### src/hdl/assert_macros.svh
// ---------------------------------------------------------------------------
// Assertion macros
// Shared concurrent assertion forms; empty when SYNTH is defined.
// ---------------------------------------------------------------------------
`ifndef ASSERT_MACROS_SVH
`define ASSERT_MACROS_SVH

`ifndef SYNTH
// Same-cycle implication, disabled during reset.
`define AST_IMPL(lbl, clk, rst, ante, cons) \
   lbl: assert property (@(posedge clk) disable iff (rst) (ante) |-> (cons)) \
      else $error("assertion failed");
// Next-cycle implication, disabled during reset.
`define AST_NEXT(lbl, clk, rst, ante, cons) \
   lbl: assert property (@(posedge clk) disable iff (rst) (ante) |=> (cons)) \
      else $error("assertion failed");
`else
`define AST_IMPL(lbl, clk, rst, ante, cons)
`define AST_NEXT(lbl, clk, rst, ante, cons)
`endif

`endif

### src/hdl/bfss_pkg.sv
// ---------------------------------------------------------------------------
// bfss_pkg
// Types, constants and saturating helpers of the string search core.
// ---------------------------------------------------------------------------
package bfss_pkg;

   localparam int CHAR_W       = 8;
   localparam int CSIZE_W      = 9;
   localparam int TLEN_W       = 8;
   localparam int TARGET_CHARS = 3;
   localparam int MATCH_W      = TARGET_CHARS * CHAR_W;
   localparam int ATT_W        = 25;
   localparam logic [ATT_W-1:0] ATT_CAP = '1;

   localparam logic REQ_LOAD   = 1'b0;
   localparam logic REQ_SEARCH = 1'b1;

   typedef enum logic [2:0] {
      ST_IDLE,
      ST_LENS,
      ST_SCAN_ADDR,
      ST_SCAN_CMP,
      ST_FINISH,
      ST_DONE
   } state_type;

   typedef struct packed {
      logic                req_type;
      logic [CHAR_W-1:0]   entry_index;
      logic [CHAR_W-1:0]   entry_char;
      logic [MATCH_W-1:0]  target_chars;
      logic [TLEN_W-1:0]   target_length;
   } req_payload_type;

   typedef struct packed {
      logic                found;
      logic [MATCH_W-1:0]  match_chars;
      logic [1:0]          match_length;
      logic [ATT_W-1:0]    attempts;
   } rsp_payload_type;

   // Saturating multiply of a count by a charset size.
   function automatic logic [ATT_W-1:0] sat_mul(input logic [ATT_W-1:0]   a,
                                                input logic [CSIZE_W-1:0] b);
      logic [ATT_W+CSIZE_W-1:0] p;
      p = (ATT_W+CSIZE_W)'(a) * (ATT_W+CSIZE_W)'(b);
      return (p > (ATT_W+CSIZE_W)'(ATT_CAP)) ? ATT_CAP : p[ATT_W-1:0];
   endfunction

   // Saturating add of two counts.
   function automatic logic [ATT_W-1:0] sat_add(input logic [ATT_W-1:0] a,
                                                input logic [ATT_W-1:0] b);
      logic [ATT_W:0] s;
      s = {1'b0, a} + {1'b0, b};
      return s[ATT_W] ? ATT_CAP : s[ATT_W-1:0];
   endfunction

endpackage

### src/hdl/bfss_ram.sv
// ---------------------------------------------------------------------------
// bfss_ram
// Simple dual-port RAM, one write and one registered read port.
// ---------------------------------------------------------------------------
module bfss_ram #(
   parameter int WIDTH = 8,
   parameter int DEPTH = 256
) (
   input  logic                     clock,
   input  logic                     wr_en,
   input  logic [$clog2(DEPTH)-1:0] wr_addr,
   input  logic [WIDTH-1:0]         wr_data,
   input  logic [$clog2(DEPTH)-1:0] rd_addr,
   output logic [WIDTH-1:0]         rd_data
);

   logic [WIDTH-1:0] mem [DEPTH];
   logic [WIDTH-1:0] rd_data_ff;

   always_ff @(posedge clock) begin
      if (wr_en) begin
         mem[wr_addr] <= wr_data;
      end
      rd_data_ff <= mem[rd_addr];
   end

   assign rd_data = rd_data_ff;

endmodule

### src/hdl/brute_force_string_search_core.sv
// ---------------------------------------------------------------------------
// brute_force_string_search_core: a load item writes one charset entry; a
// search item sums the length powers, then scans the one-read charset RAM,
// reading one entry in ST_SCAN_ADDR and comparing it in ST_SCAN_CMP, for each
// target position in turn. Synchronous reset clears the sequencer, result
// valid and charset size; table undefined.
// ---------------------------------------------------------------------------
`include "assert_macros.svh"

module brute_force_string_search_core
   import bfss_pkg::*;
#(
   parameter int MAX_LEN       = 3,
   parameter int CHARSET_DEPTH = 256
) (
   input  logic                clock,
   input  logic                reset,
   // request channel
   input  logic                req_valid,
   output logic                req_ready,
   input  req_payload_type     req_payload,
   // response channel
   output logic                rsp_valid,
   input  logic                rsp_ready,
   output rsp_payload_type     rsp_payload,
   // charset size register
   input  logic                csr_wr_en,
   input  logic [CSIZE_W-1:0]  csr_wr_data
);

   localparam int AW = $clog2(CHARSET_DEPTH);
   localparam int SW = $clog2(MAX_LEN + 1);

   // Sequencer and control state
   state_type             state_ff, state_in;
   logic                  rsp_valid_ff, rsp_valid_in;
   logic [CSIZE_W-1:0]    csize_ff;

   // Search datapath
   logic [CSIZE_W-1:0]    n_ff, n_in;
   logic [MATCH_W-1:0]    tchars_ff, tchars_in;
   logic [TLEN_W-1:0]     tlen_ff, tlen_in;
   logic [SW-1:0]         step_ff, step_in;
   logic [SW-1:0]         pos_ff, pos_in;
   logic [CSIZE_W-1:0]    j_ff, j_in;
   logic [ATT_W-1:0]      pw_ff, pw_in;
   logic [ATT_W-1:0]      total_ff, total_in;
   logic [ATT_W-1:0]      before_ff, before_in;
   logic [ATT_W-1:0]      rank_ff, rank_in;
   logic [ATT_W-1:0]      att_ff, att_in;
   logic                  found_ff, found_in;
   rsp_payload_type       rsp_ff, rsp_in;

   // Shared multiplier and helpers
   logic [ATT_W-1:0]      mul_a;
   logic [ATT_W-1:0]      mul_p;
   logic [CHAR_W-1:0]     target_char;
   logic [MATCH_W-1:0]    match_mask;
   logic                  tlen_ok;
   logic                  req_beat;
   logic                  search_beat;
   logic                  rsp_free;
   logic                  ram_we;
   logic [CHAR_W-1:0]     ram_rd_data;

   assign req_ready = (state_ff == ST_IDLE);
   assign req_beat  = req_valid && req_ready;
   assign search_beat = req_beat && (req_payload.req_type == REQ_SEARCH);
   assign rsp_valid = rsp_valid_ff;
   assign rsp_payload = rsp_ff;

   // The output register can take a new beat when empty or draining now.
   assign rsp_free = !rsp_valid_ff || rsp_ready;

   // Write the table on a load beat whose index lands inside the table.
   assign ram_we = req_beat && (req_payload.req_type == REQ_LOAD) &&
                   ({1'b0, req_payload.entry_index} < CSIZE_W'(CHARSET_DEPTH));

   bfss_ram #(
      .WIDTH (CHAR_W),
      .DEPTH (CHARSET_DEPTH)
   ) u_charset (
      .clock   (clock),
      .wr_en   (ram_we),
      .wr_addr (req_payload.entry_index[AW-1:0]),
      .wr_data (req_payload.entry_char),
      .rd_addr (j_ff[AW-1:0]),
      .rd_data (ram_rd_data)
   );

   // One multiplier serves both the length powers and the rank accumulation.
   assign mul_a = (state_ff == ST_LENS) ? pw_ff : rank_ff;
   assign mul_p = sat_mul(mul_a, n_ff);

   // Target character at the current position; positions past the field read 0.
   assign target_char = (8'(pos_ff) < 8'(TARGET_CHARS)) ?
                        CHAR_W'(tchars_ff >> {pos_ff, 3'b000}) : '0;

   assign tlen_ok = (n_ff != '0) && (tlen_ff != '0) && (tlen_ff <= TLEN_W'(MAX_LEN));

   assign match_mask = (tlen_ff >= TLEN_W'(TARGET_CHARS)) ? '1 :
                       ~({MATCH_W{1'b1}} << {tlen_ff, 3'b000});

   // State register and control flops
   always_ff @(posedge clock) begin
      if (reset) begin
         state_ff     <= ST_IDLE;
         rsp_valid_ff <= 1'b0;
         csize_ff     <= '0;
      end else begin
         state_ff     <= state_in;
         rsp_valid_ff <= rsp_valid_in;
         if (csr_wr_en) begin
            csize_ff <= csr_wr_data;
         end
      end
   end

   // Datapath flops, no reset needed
   always_ff @(posedge clock) begin
      n_ff      <= n_in;
      tchars_ff <= tchars_in;
      tlen_ff   <= tlen_in;
      step_ff   <= step_in;
      pos_ff    <= pos_in;
      j_ff      <= j_in;
      pw_ff     <= pw_in;
      total_ff  <= total_in;
      before_ff <= before_in;
      rank_ff   <= rank_in;
      att_ff    <= att_in;
      found_ff  <= found_in;
      rsp_ff    <= rsp_in;
   end

   // Next state and datapath
   always_comb begin
      state_in     = state_ff;
      rsp_valid_in = rsp_valid_ff && !rsp_ready;
      n_in         = n_ff;
      tchars_in    = tchars_ff;
      tlen_in      = tlen_ff;
      step_in      = step_ff;
      pos_in       = pos_ff;
      j_in         = j_ff;
      pw_in        = pw_ff;
      total_in     = total_ff;
      before_in    = before_ff;
      rank_in      = rank_ff;
      att_in       = att_ff;
      found_in     = found_ff;
      rsp_in       = rsp_ff;

      unique case (state_ff)
         ST_IDLE: begin
            // Latch a search and clamp the charset size; loads stay here.
            if (search_beat) begin
               n_in      = (csize_ff > CSIZE_W'(CHARSET_DEPTH)) ?
                           CSIZE_W'(CHARSET_DEPTH) : csize_ff;
               tchars_in = req_payload.target_chars;
               tlen_in   = req_payload.target_length;
               step_in   = SW'(1);
               pw_in     = ATT_W'(1);
               total_in  = '0;
               before_in = '0;
               state_in  = ST_LENS;
            end
         end

         ST_LENS: begin
            // Accumulate n^i into the total, and into the count of
            // shorter candidates while i is below the target length.
            pw_in    = mul_p;
            total_in = sat_add(total_ff, mul_p);
            if (TLEN_W'(step_ff) < tlen_ff) begin
               before_in = sat_add(before_ff, mul_p);
            end
            if (step_ff == SW'(MAX_LEN)) begin
               pos_in  = '0;
               j_in    = '0;
               rank_in = '0;
               if (tlen_ok) begin
                  state_in = ST_SCAN_ADDR;
               end else begin
                  found_in = 1'b0;
                  state_in = ST_FINISH;
               end
            end else begin
               step_in = step_ff + SW'(1);
            end
         end

         ST_SCAN_ADDR: begin
            // RAM read of entry j is in flight.
            state_in = ST_SCAN_CMP;
         end

         ST_SCAN_CMP: begin
            if (ram_rd_data == target_char) begin
               // First hit wins; fold its index into the rank.
               rank_in = sat_add(mul_p, ATT_W'(j_ff));
               j_in    = '0;
               if (TLEN_W'(pos_ff) + TLEN_W'(1) == tlen_ff) begin
                  found_in = 1'b1;
                  state_in = ST_FINISH;
               end else begin
                  pos_in   = pos_ff + SW'(1);
                  state_in = ST_SCAN_ADDR;
               end
            end else if (j_ff + CSIZE_W'(1) == n_ff) begin
               found_in = 1'b0;
               state_in = ST_FINISH;
            end else begin
               j_in     = j_ff + CSIZE_W'(1);
               state_in = ST_SCAN_ADDR;
            end
         end

         ST_FINISH: begin
            att_in   = found_ff ? sat_add(sat_add(before_ff, rank_ff), ATT_W'(1))
                                : total_ff;
            state_in = ST_DONE;
         end

         ST_DONE: begin
            // Hold until the output register is free, then publish the beat.
            if (rsp_free) begin
               rsp_in.found        = found_ff;
               rsp_in.match_chars  = found_ff ? (tchars_ff & match_mask) : '0;
               rsp_in.match_length = found_ff ? tlen_ff[1:0] : 2'd0;
               rsp_in.attempts     = att_ff;
               rsp_valid_in        = 1'b1;
               state_in            = ST_IDLE;
            end
         end

         default: begin
            state_in = ST_IDLE;
         end
      endcase
   end

   // Checks
   `AST_NEXT(a_done_loads, clock, reset, (state_ff == ST_DONE) && rsp_free, rsp_valid_ff)
   `AST_IMPL(a_found_counts, clock, reset, rsp_valid_ff && rsp_ff.found, rsp_ff.attempts != '0)
   `AST_IMPL(a_scan_bound, clock, reset, state_ff == ST_SCAN_CMP, j_ff < n_ff)
   `AST_NEXT(a_search_starts, clock, reset, search_beat, state_ff == ST_LENS)

endmodule

### config.mk
export PLATFORM = sky130hd
export DESIGN_NAME = brute_force_string_search_core
export DESIGN_NICKNAME = d
export VERILOG_FILES = /design/src/hdl/bfss_pkg.sv /design/src/hdl/bfss_ram.sv /design/src/hdl/brute_force_string_search_core.sv
export VERILOG_INCLUDE_DIRS = /design/src /design/src/hdl
export SDC_FILE = /design/constraint.sdc
export NUM_CORES = 2
export LEC_CHECK = 0
export ABC_AREA = 1
export BUFFER_PORTS_ARGS = -buffer_cell sky130_fd_sc_hd__clkbuf_2
export CAP_MARGIN = 30
export CORE_MARGIN = 2
export CORE_UTILIZATION = 45
export DETAILED_ROUTE_END_ITERATION = 12
export PLACE_DENSITY = 0.68
export SYNTH_ARGS = -nofsm -noshare
export SYNTH_HDL_FRONTEND = slang
export SYNTH_SLANG_ARGS = --single-unit
export TNS_END_PERCENT = 100
### constraint.sdc
create_clock -name clock -period 19.1 [get_ports clock]
set_clock_uncertainty 0.05 [all_clocks]
set_input_delay 4.775 -clock clock [delete_from_list [all_inputs] [get_ports clock]]
set_output_delay 4.775 -clock clock [all_outputs]
set_load 0.02 [all_outputs]
==> summary by stage <==
Status
The run finished with clean final reports.

Clock network
The clock tree buffer depth is 3. The number of levels the H-tree was split into is 4. The total of hold buffers inserted after clock tree synthesis is 0. The number of setup buffers added after CTS is 0.

The cell at the root of the clock tree is sky130_fd_sc_hd__clkbuf_16. The count of clock tree sinks is 2301. The number of gates resized after CTS was 0. TritonCTS built the clock tree. Clock tree synthesis inserted a total of 212 buffers. After clock tree synthesis, the clock-pin slew on the worst setup and hold paths is 0.06 ns. The clock insertion delay at the later pin of the skew report is 0.85 ns.

Timing
The maximum frequency from static timing analysis is 93.9 MHz. At the pin with the least slew margin, the transition time is 1.17 ns. The final critical path time including I/O delays and setup is 10.65 ns. The relative slew slack is 21.8%. The number of hold violations in the final report was 0. The setup total negative slack is 0 ns. The fraction of the cycle the final worst path needs is 55.8%.

Setup repair after global routing left no endpoint under its margin. Setup violations remaining at the end of the flow were counted as 0. The final-report max-slew violation count is 0.

Critical path
The critical path startpoint category is a flop. At the worst endpoint, the required time is 19.61 ns. STA puts the critical path data arrival time at 11.15 ns. In this run the critical register-to-register path is captured at before_ff[24].

Along the worst path, the maximum fanout reaches 73. By startpoint and endpoint, the worst setup path is classified as flop to flop. The worst stage delay on the critical path is 0.59 ns. For flop-to-flop paths, the worst setup slack is 8.45 ns. STA classifies the critical path endpoint as a flop.

The startpoint identified for the worst register-to-register timing path is state_ff[0]. The cell with the largest stage delay on the worst path is sky130_fd_sc_hd__o21ai_0. The worst register-to-register path has a depth of 43. The cell seen most often among critical-path stages is sky130_fd_sc_hd__inv_1.

Power and ir drop
IR analysis of the VDD net gives a maximum drop of 0.000163 V. The leakage component of the power is 39.0 nW. The power per cell area is 122 mW/mm².

Hold path
The worst min-delay path endpoint is rsp_payload[2]. The worst hold path was traced through 0 stages. The tightest min-delay check is of the flop to flop type. The startpoint identified for the worst hold timing path is att_ff[2].

Global route
The number of global-route vias before repair was 67.6k. Across every metal layer, demand over resource in global routing totals 23.7%. The total congestion overflow is 0. The number of antenna violations at the first check in global routing is 13.

Entering global routing, the biggest net connects 207 pins. The first global-routing pass estimated 428 mm of wire.

Synth
The most repeated cell in the gate-level netlist after synthesis is sky130_fd_sc_hd__edfxtp_1. Synthesis produced a netlist with a net count of 9118. After synthesis, the most frequently instantiated cells are sky130_fd_sc_hd__edfxtp_1, sky130_fd_sc_hd__nor2_1, sky130_fd_sc_hd__o21ai_0, sky130_fd_sc_hd__nand2_1, sky130_fd_sc_hd__nand3_1.

In this run, distinct cell masters in the synthesized netlist total 56. In this run the biggest area consumer among cell types represents 65.9% of the synthesized area. Ranked by total cell area, the synthesized netlist is headed by sky130_fd_sc_hd__edfxtp_1, sky130_fd_sc_hd__nor2_1, sky130_fd_sc_hd__o21ai_0. The number of synthesized flops with an enable pin is 2280.

The most used flip-flop cell after synthesis is sky130_fd_sc_hd__edfxtp_1. After synthesis the cells add up to 0.104 mm². The number of instances in the synthesized netlist is 8746. The register area share after synthesis is 66.3%.

The average cell area after synthesis is 11.9 µm². The flip-flop and latch count after synthesis is 2301. The async set or reset register ratio after synthesis is 0%. The Yosys step of the flow raised 0 warnings. Summed over all instances, the cell type with the most area after synthesis is sky130_fd_sc_hd__edfxtp_1.

Detailed routing
The total via count after detailed routing is 70.6k. The first TritonRoute pass finished after 7 iterations. The number of vias per cell is 5.96.

The DRC violation total after the first TritonRoute iteration is 9248. For this run, design rule violations remaining after detail routing come to 0. The post-route antenna net violation count is 0. The routed design has 285 mm of wire. After detailed routing, the average wire length per cell comes to 24.1 µm.

Floorplanning
The area of the die is 0.235 mm². The total area inside the core boundary comes to 0.230 mm². Once the floorplan was initialized, standard cells occupied 45.2% of the core. The die extent in y is 484 µm.

The die is 484 µm wide. The floorplan has 176 rows. The boundary pin count is 117.

Place
At the end of routability-driven placement, the weighted congestion stood at 0.902. The placed wire-length estimate is 173 mm. During placement, the flow inserted port buffers numbering 116.

Run
The max-cap check violation count is 0.

Finish
Across the whole layout, storage elements account for 0.0689 mm². The final layout contains 9010 nets. The layout cell share with drive strength beyond 1 is 7.95%. The layout filler cell count is 19.8k. The fraction of the core area covered by cells at the end of the flow is 49.6%.

The area used by multi-input combinational logic is 0.0309 mm². Relative to the synthesized area, the layout overhead comes to 9.80%.
[worst max-delay path by stage]
stage	startpoint	slack (ns)	endpoint	cells after the start
4_1_cts	state_ff[0]	8.54	before_ff[24]	43
3_3_place_gp	state_ff[0]	8.70	total_ff[4]	48
6_report	state_ff[0]	8.45	before_ff[24]	43
3_5_place_dp	state_ff[0]	8.57	total_ff[4]	48
2_1_floorplan	state_ff[0]	10.78	before_ff[22]	47
5_1_grt	state_ff[0]	7.46	total_ff[4]	48
[placed cells by master (no fill, tap or decap), types with 15 or more instances in the layout]
| cell | synthesis | final |
|---|---|---|
| sky130_fd_sc_hd__nand3_1 | 573 | 573 |
| sky130_fd_sc_hd__buf_4 | 0 | 76 |
| sky130_fd_sc_hd__buf_12 | 4 | 15 |
| sky130_fd_sc_hd__edfxtp_1 | 2280 | 2280 |
| sky130_fd_sc_hd__nor2_1 | 1627 | 1625 |
| sky130_fd_sc_hd__clkbuf_1 | 466 | 47 |
| sky130_fd_sc_hd__clkinv_2 | 0 | 36 |
| sky130_fd_sc_hd__clkbuf_2 | 0 | 108 |
| sky130_fd_sc_hd__or2_2 | 40 | 40 |
| sky130_fd_sc_hd__dfxtp_1 | 21 | 21 |
| sky130_fd_sc_hd__xor2_1 | 54 | 54 |
| sky130_fd_sc_hd__clkinv_1 | 5 | 58 |
| sky130_fd_sc_hd__nand2_2 | 25 | 37 |
| sky130_fd_sc_hd__a21oi_2 | 32 | 33 |
| sky130_fd_sc_hd__nand2_1 | 615 | 603 |
| sky130_fd_sc_hd__ha_1 | 143 | 143 |
| sky130_fd_sc_hd__o221ai_1 | 510 | 510 |
| sky130_fd_sc_hd__fa_1 | 166 | 166 |
| sky130_fd_sc_hd__xnor2_1 | 57 | 57 |
| sky130_fd_sc_hd__o21ai_1 | 21 | 21 |
| sky130_fd_sc_hd__o21ai_0 | 1123 | 1123 |
| sky130_fd_sc_hd__clkbuf_16 | 0 | 213 |
| sky130_fd_sc_hd__nand4_1 | 27 | 27 |
| sky130_fd_sc_hd__nor3_1 | 39 | 38 |
| sky130_fd_sc_hd__a21oi_1 | 151 | 149 |
| sky130_fd_sc_hd__inv_1 | 514 | 510 |
[layout make-up]
class | instances | area share, %
repair buffers | 219 | 1.58
clock buffers | 263 | 4.87
flip-flops and latches | 2301 | 60.4
multi-input cells | 5376 | 27.1
diodes | 8 | 0.0176
inverters | 528 | 1.76
clock inverters | 127 | 0.956
well taps | 3026 | 3.32
[flip-flops by register name (all words and copies together), names as in the netlist, 2 cells and up]
| register | cells |
|---|---|
| u_charset.mem | 2048 |
| pw_ff | 25 |
| csize_ff | 9 |
| pos_ff | 2 |
| total_ff | 25 |
| n_ff | 9 |
| state_ff | 3 |
| step_ff | 2 |
| att_ff | 25 |
| before_ff | 25 |
| j_ff | 9 |
| rsp_payload | 52 |
| tchars_ff | 24 |
| u_charset.rd_data | 8 |
| rank_ff | 25 |
| tlen_ff | 8 |
[routing by layer]
| metal | up-vias | GRT usage (%) | wire, µm |
|---|---|---|---|
| li1 | 31500 | - | - |
| met1 | 35000 | 33.6 | 115000 |
| met2 | 3650 | 36.8 | 131000 |
| met3 | 506 | 4.82 | 29100 |
| met4 | 6 | 7.65 | 9000 |
| met5 | - | 0 | 268 |
[kinds of logic after synthesis]
logic type	after synthesis	share of synthesized area (%)
XOR/XNOR	111	0.936
adder cells (fa/ha/maj)	309	4.92
AO/OA/AOI/OAI	1932	11.5
AND/OR/NAND/NOR	3024	12.3
buffers and inverters	1069	3.98
flip-flops	2301	66.3
[power by group]
| part | switching (mW) | internal [mW] |
|---|---|---|
| Sequential | 0.0369 | 5.61 |
| Clock | 1.86 | 2.24 |
| Combinational | 2.88 | 1.24 |
[per-stage QoR]
stage	worst slack, ns	cell area [µm²]	hold WS [ns]	std cells	total power, mW
after global placement	8.70	107000	0.355	11400	9.87
after global routing	7.46	114000	0.377	11800	14.6
final	8.45	114000	0.367	11800	13.9
after floorplan	10.78	104000	0.350	8746	8.64
after CTS	8.54	114000	0.369	11800	13.9
after detailed placement	8.57	107000	0.355	11400	9.88
[critical path: cells and delay by family, from the launching register on]
kind                     cells  cell delay (ns)
AND/OR/NAND/NOR             14             1.57
AO/OA/AOI/OAI               10             2.89
XOR/XNOR                     1             0.16
flip-flops                   1             0.33
adder cells (fa/ha/maj)      7             2.97
buffers and inverters       11             2.27
Note: power is estimated with default switching activity, not from simulation.
